<file path="config.mk">
export PLATFORM = sky130hd
export DESIGN_NAME = axis_limit_sensor_qualifier_core_flat
export DESIGN_NICKNAME = d
export VERILOG_FILES = /design/src/design/alsq_pkg.sv /design/src/design/alsq_in_if.sv /design/src/design/alsq_out_if.sv /design/src/design/axis_limit_sensor_qualifier_core.sv /design/src/design/alsq_axis_update.sv /design/src/flat_wrapper.sv
export VERILOG_INCLUDE_DIRS = /design/src /design/src/design
export SDC_FILE = /design/constraint.sdc
export NUM_CORES = 1
export LEC_CHECK = 0
export ABC_CLOCK_PERIOD_IN_PS = 2600
export BUFFER_PORTS_ARGS = -buffer_cell sky130_fd_sc_hd__buf_2
export CORE_MARGIN = 2
export CORE_UTILIZATION = 51
export CTS_BUF_LIST = sky130_fd_sc_hd__clkbuf_8
export DETAILED_ROUTE_END_ITERATION = 10
export PLACE_DENSITY = 0.73
export SETUP_SLACK_MARGIN = 0.1
export SYNTH_ARGS = -nofsm -noshare
export SYNTH_HDL_FRONTEND = slang
export SYNTH_SLANG_ARGS = --single-unit
export TNS_END_PERCENT = 1
</file>
<file path="constraint.sdc">
create_clock -name clk -period 2.6 [get_ports clk]
set_clock_uncertainty 0.2 [all_clocks]
set_input_delay 0.52 -clock clk [delete_from_list [all_inputs] [get_ports clk]]
set_output_delay 0.52 -clock clk [all_outputs]
set_load 0.005 [all_outputs]
</file>
<file path="src/design/axis_limit_sensor_qualifier_core_assert.svh">
// Assertion macros for the axis limit sensor qualifier core
`ifndef AXIS_LIMIT_SENSOR_QUALIFIER_CORE_ASSERT_SVH
`define AXIS_LIMIT_SENSOR_QUALIFIER_CORE_ASSERT_SVH

// same-cycle implication
`define ALSQ_ASSERT_HOLDS(label, ante, cons, msg) \
	label: assert property (@(posedge clk) disable iff (!arst_n) (ante) |-> (cons)) \
		else $error(msg);

// next-cycle implication
`define ALSQ_ASSERT_NEXT(label, ante, cons, msg) \
	label: assert property (@(posedge clk) disable iff (!arst_n) (ante) |=> (cons)) \
		else $error(msg);

`endif

</file>
<file path="src/design/alsq_pkg.sv">
// Types and constants shared by the axis limit sensor qualifier
`timescale 1ns / 1ps

package alsq_pkg;

	localparam int PIN_W     = 4;
	localparam int CFG_IDX_W = 3;
	localparam int NUM_AXES  = 3;
	localparam int FLAGS_W   = 2 * NUM_AXES;

	localparam logic [7:0] INVERT_MASK = 8'h7F;

	// flag bit positions within one axis
	localparam int FLAG_START = 0;
	localparam int FLAG_STOP  = 1;

	typedef logic [PIN_W-1:0] pin_sel_t;
	typedef logic signed [1:0] dir_t;

	localparam dir_t DIR_POS = 2'sd1;

	typedef struct packed {
		pin_sel_t start_pin;
		pin_sel_t stop_pin;
	} axis_cfg_t;

	typedef enum logic [CFG_IDX_W-1:0] {
		REG_X_START = 3'd0,
		REG_X_STOP  = 3'd1,
		REG_Y_START = 3'd2,
		REG_Y_STOP  = 3'd3,
		REG_Z_START = 3'd4,
		REG_Z_STOP  = 3'd5
	} cfg_reg_t;

endpackage

</file>
<file path="src/design/alsq_in_if.sv">
// Input channel: status sample and axis directions
`timescale 1ns / 1ps

interface alsq_in_if import alsq_pkg::*; ();
	logic       valid;
	logic       ready;
	logic [7:0] status_byte;
	dir_t       x_direction;
	dir_t       y_direction;
	dir_t       z_direction;

	modport source (
		output valid, status_byte, x_direction, y_direction, z_direction,
		input  ready
	);
	modport sink (
		input  valid, status_byte, x_direction, y_direction, z_direction,
		output ready
	);
endinterface

</file>
<file path="src/design/alsq_out_if.sv">
// Output channel: confirmation and limit flags
`timescale 1ns / 1ps

interface alsq_out_if ();
	logic valid;
	logic ready;
	logic sample_confirmed;
	logic x_at_start;
	logic x_at_stop;
	logic y_at_start;
	logic y_at_stop;
	logic z_at_start;
	logic z_at_stop;

	modport source (
		output valid, sample_confirmed, x_at_start, x_at_stop, y_at_start, y_at_stop,
			z_at_start, z_at_stop,
		input  ready
	);
	modport sink (
		input  valid, sample_confirmed, x_at_start, x_at_stop, y_at_start, y_at_stop,
			z_at_start, z_at_stop,
		output ready
	);
endinterface

</file>
<file path="src/design/axis_limit_sensor_qualifier_core.sv">
// Top level of the axis limit sensor qualifier
// Throughput: one beat per cycle; input register then result register.
// Back-pressure on the output stalls both stages; the input still takes a beat
// while the input register is empty.
// Reset clears pipeline valids, reference sample and flags; pin selections go to 8.
`timescale 1ns / 1ps

`include "axis_limit_sensor_qualifier_core_assert.svh"

module axis_limit_sensor_qualifier_core import alsq_pkg::*; (
	input  logic                 clk,
	input  logic                 arst_n,
	input  logic                 cfg_wr_en,
	input  logic [CFG_IDX_W-1:0] cfg_index,
	input  logic [PIN_W-1:0]     cfg_data,
	alsq_in_if.sink              in_ch,
	alsq_out_if.source           out_ch
);

	axis_cfg_t          axis_cfg_q [NUM_AXES];
	logic [7:0]         ref_q;
	logic [FLAGS_W-1:0] flags_q;

	logic               valid_s1;
	logic [7:0]         status_s1;
	dir_t               dir_s1 [NUM_AXES];

	logic               valid_s2;
	logic               confirmed_s2;
	logic [FLAGS_W-1:0] flags_s2;

	logic               adv;
	logic [7:0]         sample;
	logic               confirmed;
	logic [FLAGS_W-1:0] flags_upd;
	logic [FLAGS_W-1:0] flags_next;

	// config writes
	always_ff @(posedge clk or negedge arst_n) begin
		if (!arst_n) begin
			for (int a = 0; a < NUM_AXES; a++) begin
				axis_cfg_q[a].start_pin <= pin_sel_t'(8);
				axis_cfg_q[a].stop_pin  <= pin_sel_t'(8);
			end
		end else if (cfg_wr_en) begin
			case (cfg_index)
				REG_X_START: axis_cfg_q[0].start_pin <= cfg_data;
				REG_X_STOP:  axis_cfg_q[0].stop_pin  <= cfg_data;
				REG_Y_START: axis_cfg_q[1].start_pin <= cfg_data;
				REG_Y_STOP:  axis_cfg_q[1].stop_pin  <= cfg_data;
				REG_Z_START: axis_cfg_q[2].start_pin <= cfg_data;
				REG_Z_STOP:  axis_cfg_q[2].stop_pin  <= cfg_data;
				default: ;
			endcase
		end
	end

	assign adv         = !valid_s2 || out_ch.ready;
	assign in_ch.ready = !valid_s1 || adv;

	// stage 1: input register
	always_ff @(posedge clk or negedge arst_n) begin
		if (!arst_n)
			valid_s1 <= 1'b0;
		else if (in_ch.ready)
			valid_s1 <= in_ch.valid;
	end

	always_ff @(posedge clk) begin
		if (in_ch.valid && in_ch.ready) begin
			status_s1 <= in_ch.status_byte;
			dir_s1[0] <= in_ch.x_direction;
			dir_s1[1] <= in_ch.y_direction;
			dir_s1[2] <= in_ch.z_direction;
		end
	end

	assign sample    = status_s1 ^ INVERT_MASK;
	assign confirmed = (sample == ref_q);

	for (genvar a = 0; a < NUM_AXES; a++) begin : g_axis
		alsq_axis_update u_axis (
			.sample    (sample),
			.cfg       (axis_cfg_q[a]),
			.direction (dir_s1[a]),
			.flags_in  (flags_q[2*a +: 2]),
			.flags_out (flags_upd[2*a +: 2])
		);
	end

	assign flags_next = confirmed ? flags_upd : flags_q;

	// state and stage 2: result register
	always_ff @(posedge clk or negedge arst_n) begin
		if (!arst_n) begin
			ref_q    <= '0;
			flags_q  <= '0;
			valid_s2 <= 1'b0;
		end else if (adv) begin
			valid_s2 <= valid_s1;
			if (valid_s1) begin
				if (!confirmed)
					ref_q <= sample;
				flags_q <= flags_next;
			end
		end
	end

	always_ff @(posedge clk) begin
		if (adv && valid_s1) begin
			confirmed_s2 <= confirmed;
			flags_s2     <= flags_next;
		end
	end

	assign out_ch.valid            = valid_s2;
	assign out_ch.sample_confirmed = confirmed_s2;
	assign out_ch.x_at_start       = flags_s2[0];
	assign out_ch.x_at_stop        = flags_s2[1];
	assign out_ch.y_at_start       = flags_s2[2];
	assign out_ch.y_at_stop        = flags_s2[3];
	assign out_ch.z_at_start       = flags_s2[4];
	assign out_ch.z_at_stop        = flags_s2[5];

	`ALSQ_ASSERT_NEXT(a_unconf_keeps_flags, valid_s1 && adv && !confirmed, $stable(flags_q), "flags moved on unconfirmed sample")
	`ALSQ_ASSERT_NEXT(a_conf_keeps_ref, valid_s1 && adv && confirmed, $stable(ref_q), "reference moved on confirmed sample")
	`ALSQ_ASSERT_HOLDS(a_result_tracks_state, valid_s2, flags_s2 == flags_q, "held result disagrees with flag state")
	`ALSQ_ASSERT_HOLDS(a_ready_when_empty, !valid_s2, in_ch.ready, "input stalled with empty result stage")

endmodule

</file>
<file path="src/design/alsq_axis_update.sv">
// Start/stop flag update for one axis from a confirmed sample
`timescale 1ns / 1ps

module alsq_axis_update import alsq_pkg::*; (
	input  logic [7:0] sample,
	input  axis_cfg_t  cfg,
	input  dir_t       direction,
	input  logic [1:0] flags_in,
	output logic [1:0] flags_out
);

	logic start_asg;
	logic stop_asg;
	logic same_pin;
	logic start_lvl;
	logic stop_lvl;
	logic neg;
	logic pos;

	// selections of 8 and above are unassigned
	assign start_asg = !cfg.start_pin[PIN_W-1];
	assign stop_asg  = !cfg.stop_pin[PIN_W-1];
	assign same_pin  = (start_asg == stop_asg) &&
		(!start_asg || (cfg.start_pin[PIN_W-2:0] == cfg.stop_pin[PIN_W-2:0]));
	assign start_lvl = sample[cfg.start_pin[PIN_W-2:0]];
	assign stop_lvl  = sample[cfg.stop_pin[PIN_W-2:0]];
	assign neg       = direction[1];
	assign pos       = (direction == DIR_POS);

	always_comb begin
		flags_out = flags_in;
		if (!same_pin) begin
			if (start_asg)
				flags_out[FLAG_START] = start_lvl;
			if (stop_asg)
				flags_out[FLAG_STOP] = stop_lvl;
		end else if (start_asg) begin
			// shared pin: latch direction on engage, clear both on release
			if (start_lvl) begin
				if (flags_in == 2'b00) begin
					flags_out[FLAG_START] = neg;
					flags_out[FLAG_STOP]  = pos;
				end
			end else begin
				flags_out = 2'b00;
			end
		end
	end

endmodule
</file>
<file path="src/flat_wrapper.sv">
// flat-port wrapper written by rule: the top's interface ports become plain ports
module axis_limit_sensor_qualifier_core_flat import alsq_pkg::*;
  (clk, arst_n, cfg_wr_en, cfg_index, cfg_data, in_ch_valid, in_ch_status_byte, in_ch_x_direction, in_ch_y_direction, in_ch_z_direction, in_ch_ready, out_ch_valid, out_ch_sample_confirmed, out_ch_x_at_start, out_ch_x_at_stop, out_ch_y_at_start, out_ch_y_at_stop, out_ch_z_at_start, out_ch_z_at_stop, out_ch_ready);
  alsq_in_if in_ch_i ();
  alsq_out_if out_ch_i ();
  input  logic clk;
  input  logic arst_n;
  input  logic cfg_wr_en;
  input  logic [CFG_IDX_W-1:0] cfg_index;
  input  logic [PIN_W-1:0] cfg_data;
  input wire logic [$bits(in_ch_i.valid)-1:0] in_ch_valid;
  input wire logic [$bits(in_ch_i.status_byte)-1:0] in_ch_status_byte;
  input wire logic [$bits(in_ch_i.x_direction)-1:0] in_ch_x_direction;
  input wire logic [$bits(in_ch_i.y_direction)-1:0] in_ch_y_direction;
  input wire logic [$bits(in_ch_i.z_direction)-1:0] in_ch_z_direction;
  output wire logic [$bits(in_ch_i.ready)-1:0] in_ch_ready;
  output wire logic [$bits(out_ch_i.valid)-1:0] out_ch_valid;
  output wire logic [$bits(out_ch_i.sample_confirmed)-1:0] out_ch_sample_confirmed;
  output wire logic [$bits(out_ch_i.x_at_start)-1:0] out_ch_x_at_start;
  output wire logic [$bits(out_ch_i.x_at_stop)-1:0] out_ch_x_at_stop;
  output wire logic [$bits(out_ch_i.y_at_start)-1:0] out_ch_y_at_start;
  output wire logic [$bits(out_ch_i.y_at_stop)-1:0] out_ch_y_at_stop;
  output wire logic [$bits(out_ch_i.z_at_start)-1:0] out_ch_z_at_start;
  output wire logic [$bits(out_ch_i.z_at_stop)-1:0] out_ch_z_at_stop;
  input wire logic [$bits(out_ch_i.ready)-1:0] out_ch_ready;
  assign in_ch_i.valid = in_ch_valid;
  assign in_ch_i.status_byte = in_ch_status_byte;
  assign in_ch_i.x_direction = in_ch_x_direction;
  assign in_ch_i.y_direction = in_ch_y_direction;
  assign in_ch_i.z_direction = in_ch_z_direction;
  assign in_ch_ready = in_ch_i.ready;
  assign out_ch_valid = out_ch_i.valid;
  assign out_ch_sample_confirmed = out_ch_i.sample_confirmed;
  assign out_ch_x_at_start = out_ch_i.x_at_start;
  assign out_ch_x_at_stop = out_ch_i.x_at_stop;
  assign out_ch_y_at_start = out_ch_i.y_at_start;
  assign out_ch_y_at_stop = out_ch_i.y_at_stop;
  assign out_ch_z_at_start = out_ch_i.z_at_start;
  assign out_ch_z_at_stop = out_ch_i.z_at_stop;
  assign out_ch_i.ready = out_ch_ready;
  axis_limit_sensor_qualifier_core u_core (.clk(clk), .arst_n(arst_n), .cfg_wr_en(cfg_wr_en), .cfg_index(cfg_index), .cfg_data(cfg_data), .in_ch(in_ch_i), .out_ch(out_ch_i));
endmodule
</file>
# After elaboration in Yosys (flattened, before gate mapping)
# Memories as Yosys holds them, arrays and structs flattened.
# Cells that the tools add are included.
# W data, S select, Z words.
[word_totals]
n_memories = 1
inputBits = 26
mem_bits_rw = 6
word_cells = 100
reg_bits = 55
output_inout_bits = 9
[mem_list]
columns = ["name", "words", "word_bits", "rd", "rd_ports_with_merged_regs", "write_ports", "line_no", "rtl"]
rows = [
  ["u_core.dir_s1", 3, 2, 3, 0, 3, "axis_limit_sensor_qualifier_core.sv:26", "dir_t dir_s1 [NUM_AXES];"],
]
[op_classes]
n_lt_le_gt_ge = 6
n_mux = 33
n_reduce_logical = 30
n_eq_ne = 15
bitwise = 2
[ops]
columns = ["cell", "count"]
rows = [
  ["$lt A3 B4 Y1 const B", 6],
  ["$mux W2", 12],
  ["$bmux W1 S3", 6],
  ["$mux W1", 14],
  ["$reduce_and A2 Y1", 7],
  ["$eq A3 B3 Y1", 3],
  ["$eq A8 B8 Y1", 1],
  ["$logic_not A1 Y1", 8],
  ["$not A7 Y7", 1],
  ["$eq A2 B2 Y1 const B", 3],
  ["$eq A3 B2 Y1 const B", 2],
  ["$eq A3 B3 Y1 const B", 2],
  ["$logic_not A2 Y1", 3],
  ["$mux W6", 1],
  ["$logic_and A1 B1 Y1", 5],
  ["$logic_or A1 B1 Y1", 5],
  ["$eq A1 B1 Y1", 3],
  ["$eq A3 B1 Y1 const B", 1],
  ["$logic_not A3 Y1", 1],
  ["$reduce_and A3 Y1", 1],
  ["$not A1 Y1", 1],
]

# Logic depth before layout (Yosys ltp)
[logic_depth]
word_depth = 7
depth_mapped = 7
depth_no_buf = 5

# Modules after synthesis
# From an unflattened synthesis, not the netlist that was laid out.
[hier_totals]
cells_unflattened = 209
hier_area_um2 = 3100.5
[modules_own_cells]
columns = ["mod", "area_per_inst_um2", "cells_per_inst", "instances"]
rows = [
  ["axis_limit_sensor_qualifier_core", 2436.1, 140, 1],
  ["alsq_axis_update", 221.5, 23, 3],
]

# Least setup slack after synthesis
# OpenSTA, ideal clock, no wires.
[synth_timing]
path_kind = "register -> register"
startpoint = "register u_core.axis_cfg_q[4] in the netlist's numbering"
endpoint = "register u_core.flags_s2[5] (data pin)"
n_path_buf = 1
t_arrival_ns = 1.544
path_stages_with_launch = 7
synth_period_minus_slack_ns = 2.003
slack_ns = 0.597
setup_ns = 0.260
path_cell_list = "dfrtp_1 > buf_2 > xor2_1 > nor4_1 > a21oi_1 > a32o_1 > mux2_2"
[synth_between]
elab_chain_len = 6
word_cells_on_any_way = 9
[synth_lines]
columns = ["element", "line_no", "rtl"]
rows = [
  ["start: declaration", "axis_limit_sensor_qualifier_core.sv:20", "axis_cfg_t axis_cfg_q [NUM_AXES];"],
  ["$bmux W1 S3", "alsq_axis_update.sv:25", "assign start_lvl = sample[cfg.start_pin[PIN_W-2:0]];"],
  ["$mux W1 (not written as such)", "alsq_axis_update.sv:25", ""],
  ["$mux W2", "alsq_axis_update.sv:39", "if (start_lvl) begin"],
  ["$mux W2", "alsq_axis_update.sv:37", "end else if (start_asg) begin"],
  ["$mux W2 *", "alsq_axis_update.sv:32", "if (!same_pin) begin"],
  ["$mux W6 *", "axis_limit_sensor_qualifier_core.sv:91", "assign flags_next = confirmed ? flags_upd : flags_q;"],
  ["named net u_core.flags_next[5]", "axis_limit_sensor_qualifier_core.sv:36", "logic [FLAGS_W-1:0] flags_next;"],
  ["end signal: assignment", "axis_limit_sensor_qualifier_core.sv:112", "flags_s2 <= flags_next;"],
  ["end: declaration", "axis_limit_sensor_qualifier_core.sv:30", "logic [FLAGS_W-1:0] flags_s2;"],
]
# Mark *: on every way through the listed nets, which the timed path passes. The rest lies on a longest branch. The select of a mux whose other input is x is not followed.
# A chain may end at the register's enable or synchronous reset.

# Final worst setup path
# Same ends and word-level chain as after synthesis.

==> impl_metrics.tcl <==
set metrics [dict create \
    status "complete, no violations" \
    start_util_pct 53.1 \
    via_per_inst 5.82 \
    p_leak_nw 1.49 \
    synth_seq_cells 61 \
    synth-seq-area-share_pct 51.8 \
    wl_microns 7000 \
    crit_required_ns 2.49 \
    slew_viol_final 0 \
    synth_nets 292 \
    dp.final_hpwl_microns 5110 \
    async_flop_share_pct 65.6 \
    fin_crit_ns 2.28 \
    synth_mux_area_share_pct 16.3 \
    rsz0062_at_grt "no" \
    maxSlewHeadroom_pct 48.0 \
    synthCells 266 \
    synth_compound_area_share_pct 11.6 \
    ioPinCount 35 \
    portBuffers 34 \
    antenna_found_initial 0 \
    postSynthAreaPerCell_sq_um 11.9 \
    cp-start-kind "flip-flop" \
    drtAntennaViolNets 0 \
    synth-warning-count 0 \
    synth-xor-area-share_pct 4.71 \
    numCtsBuffers 9 \
    worst_pin_slew_ns 0.778 \
    grt-busiest-layer "met2" \
    num-fill-cells 485 \
    fp.coreArea_sq_um 5960 \
    worstSetupPathType "flip-flop to flip-flop" \
    yosys.area.top_type "dfrtp_1" \
    cp.arrival_ns 2.17 \
    nNetsFinal 336 \
    num_vias 2270 \
    clock_tree.buffer_depth 2 \
    cts_tree "built" \
    synth_ff_type "dfrtp_1" \
    die_y_microns 82.8 \
    clock_latency_ns 0.34 \
    grt_pass1_vias 2221 \
    crit_path_end_kind "flip-flop" \
    ys_types 48 \
    post-route-drc-count 0 \
    drt-pass1-iter-count 4 \
    hold_violations 0 \
    drive_gt1_share_pct 32.1 \
    postPlaceCellArea_sq_um 3450 \
    hold_slack_ns 0.149 \
    irDropWorstVdd_mv 0.501 \
    die_area_sq_um 6850 \
    synth_edf_count 21 \
    clockRootBuffer "clkbuf_8" \
    maxCapViolations 0 \
    utilization_pct 61.1 \
    max_freq_mhz 439 \
    hold_path_class "input pin to flip-flop" \
    netlist_top_cells_count "dfrtp_1, mux2_2, edfxtp_1, a21oi_1, nor2_1" \
    place_congestion 0.900 \
    setup_tns_ns 0 \
    fin_crit_sh_pct 87.6 \
    grt_use_total_pct 23.5 \
    yosys.area.top_type_share_pct 26.9 \
    grt_pass1_wl_microns 11500 \
    gr-usage-met3_pct 6.52 \
    grt_max_degree 18 \
    die_w_microns 82.8 \
    diodes 0 \
    htreeDepth 3 \
    setup_viol 0 \
    power_density_nw_per_um2 761 \
    synth_area_leaders "dfrtp_1, edfxtp_1, mux2_2" \
    met1_usage_pct 30.7 \
    clkSlewWorstSetupHoldPaths_ns 0.07 \
    synth_most_common_cell "dfrtp_1" \
    grt.met2_usage_pct 37.0 \
    wire_per_inst_microns 18.0 \
    finish.instance_area_sq_um 3640 \
    synth_top_family_by_area "multiplexers" \
    syn_area_sq_um 3160 \
    rows 28 \
    cp_max_fo 7 \
    first_iter_violations 129 \
    syn_to_final_growth_pct 15.1 \
    post_cts_buffers 0 \
    synth_simple_gate_area_share_pct 12.5 \
    grt_overflow_total 0 \
    cts_sinks 61 \
    synthAdderAreaFrac_pct 0 \
]
==> state kept, by name (all words and copies together) (netlist names) <==
name	count
u_core.axis_cfg_q	24
u_core.out_ch.valid	1
u_core.flags_q	6
u_core.dir_s1	6
u_core.flags_s2	6
u_core.ref_q	8
u_core.status_s1	8
u_core.valid_s1	1
u_core.out_ch.sample_confirmed	1
==> worst max-delay path, cell delays in order (launching register included) <==
cell     delay (ns)
dfrtp_1        0.48
xor2_1         0.20
nor4_1         0.46
a21oi_1        0.15
a32o_1         0.27
mux2_2         0.28
==> cells by family (layout without fill, tap and decap cells) <==
| family | count (synthesis) | after routing |
|---|---|---|
| AO/OA/AOI/OAI | 55 | 55 |
| XOR/XNOR | 17 | 17 |
| buffers and inverters | 23 | 72 |
| flip-flops | 61 | 61 |
| multiplexers | 43 | 43 |
| AND/OR/NAND/NOR | 67 | 67 |
==> power breakdown <==
part,internal (mW),total (mW),switching [mW]
registers,1.17,1.37,0.205
clock network,0.428,0.789,0.361
logic,0.328,0.612,0.284
total,1.92,2.77,0.850
==> per-stage QoR <==
| step | power [mW] | std cells | worst slack (ns) |
|---|---|---|---|
| after global placement | 1.97 | 373 | 0.379 |
| after global routing | 2.94 | 390 | 0.225 |
| after detailed placement | 1.99 | 373 | 0.353 |
| final | 2.77 | 390 | 0.322 |
| after floorplan | 1.79 | 266 | 0.597 |
| after CTS | 2.78 | 390 | 0.340 |
==> per-layer routing <==
layer,part of all wire [%],wire length [microns]
met1,44,3050
met2,50,3500
met3,4.2,293
met4,2.2,155
met5,0,0
==> final timing paths <==
kind	startpoint	slack (ns)	depth (start not counted)	to
worst min-delay path	in_ch_status_byte[5]	0.15	1	u_core.status_s1[5]
worst max register to register	u_core.axis_cfg_q[4]	0.32	5	u_core.flags_s2[5]
worst max-delay path	u_core.axis_cfg_q[4]	0.32	5	u_core.flags_s2[5]
max in group asynchronous	arst_n	1.15	3	u_core.axis_cfg_q[15]
min in group asynchronous	arst_n	0.43	2	u_core.ref_q[7]
worst min register to register	u_core.valid_s1	0.30	1	u_core.out_ch.valid
==> final cells by class <==
| class | instances | area (sq um) | area share [%] |
|---|---|---|---|
| clock buffers | 9 | 124 | 3.40 |
| clock inverters | 7 | 57.6 | 1.58 |
| inverters | 10 | 37.5 | 1.03 |
| multi-input cells | 182 | 1430 | 39.2 |
| flip-flops and latches | 61 | 1640 | 45.0 |
| well taps | 75 | 93.8 | 2.58 |
| repair buffers | 46 | 263 | 7.22 |
==> cells in the final DEF, fill, tap and decap left out, types with 9 or more instances in the layout <==
cell,instances
inv_1,11
edfxtp_1,21
buf_4,11
mux2i_1,12
buf_2,34
dfrtp_1,34
clkbuf_8,9
o21ai_0,11
nand2_1,11
xor2_1,10
nor2_1,14
mux2_2,27
a21oi_1,15
==> repair_timing <==
item	4_1_cts	5_1_grt
hold buffers	1	0
hold endpoints to repair	13	0
resized for setup	0	0
(Power assumes the default switching activity.)
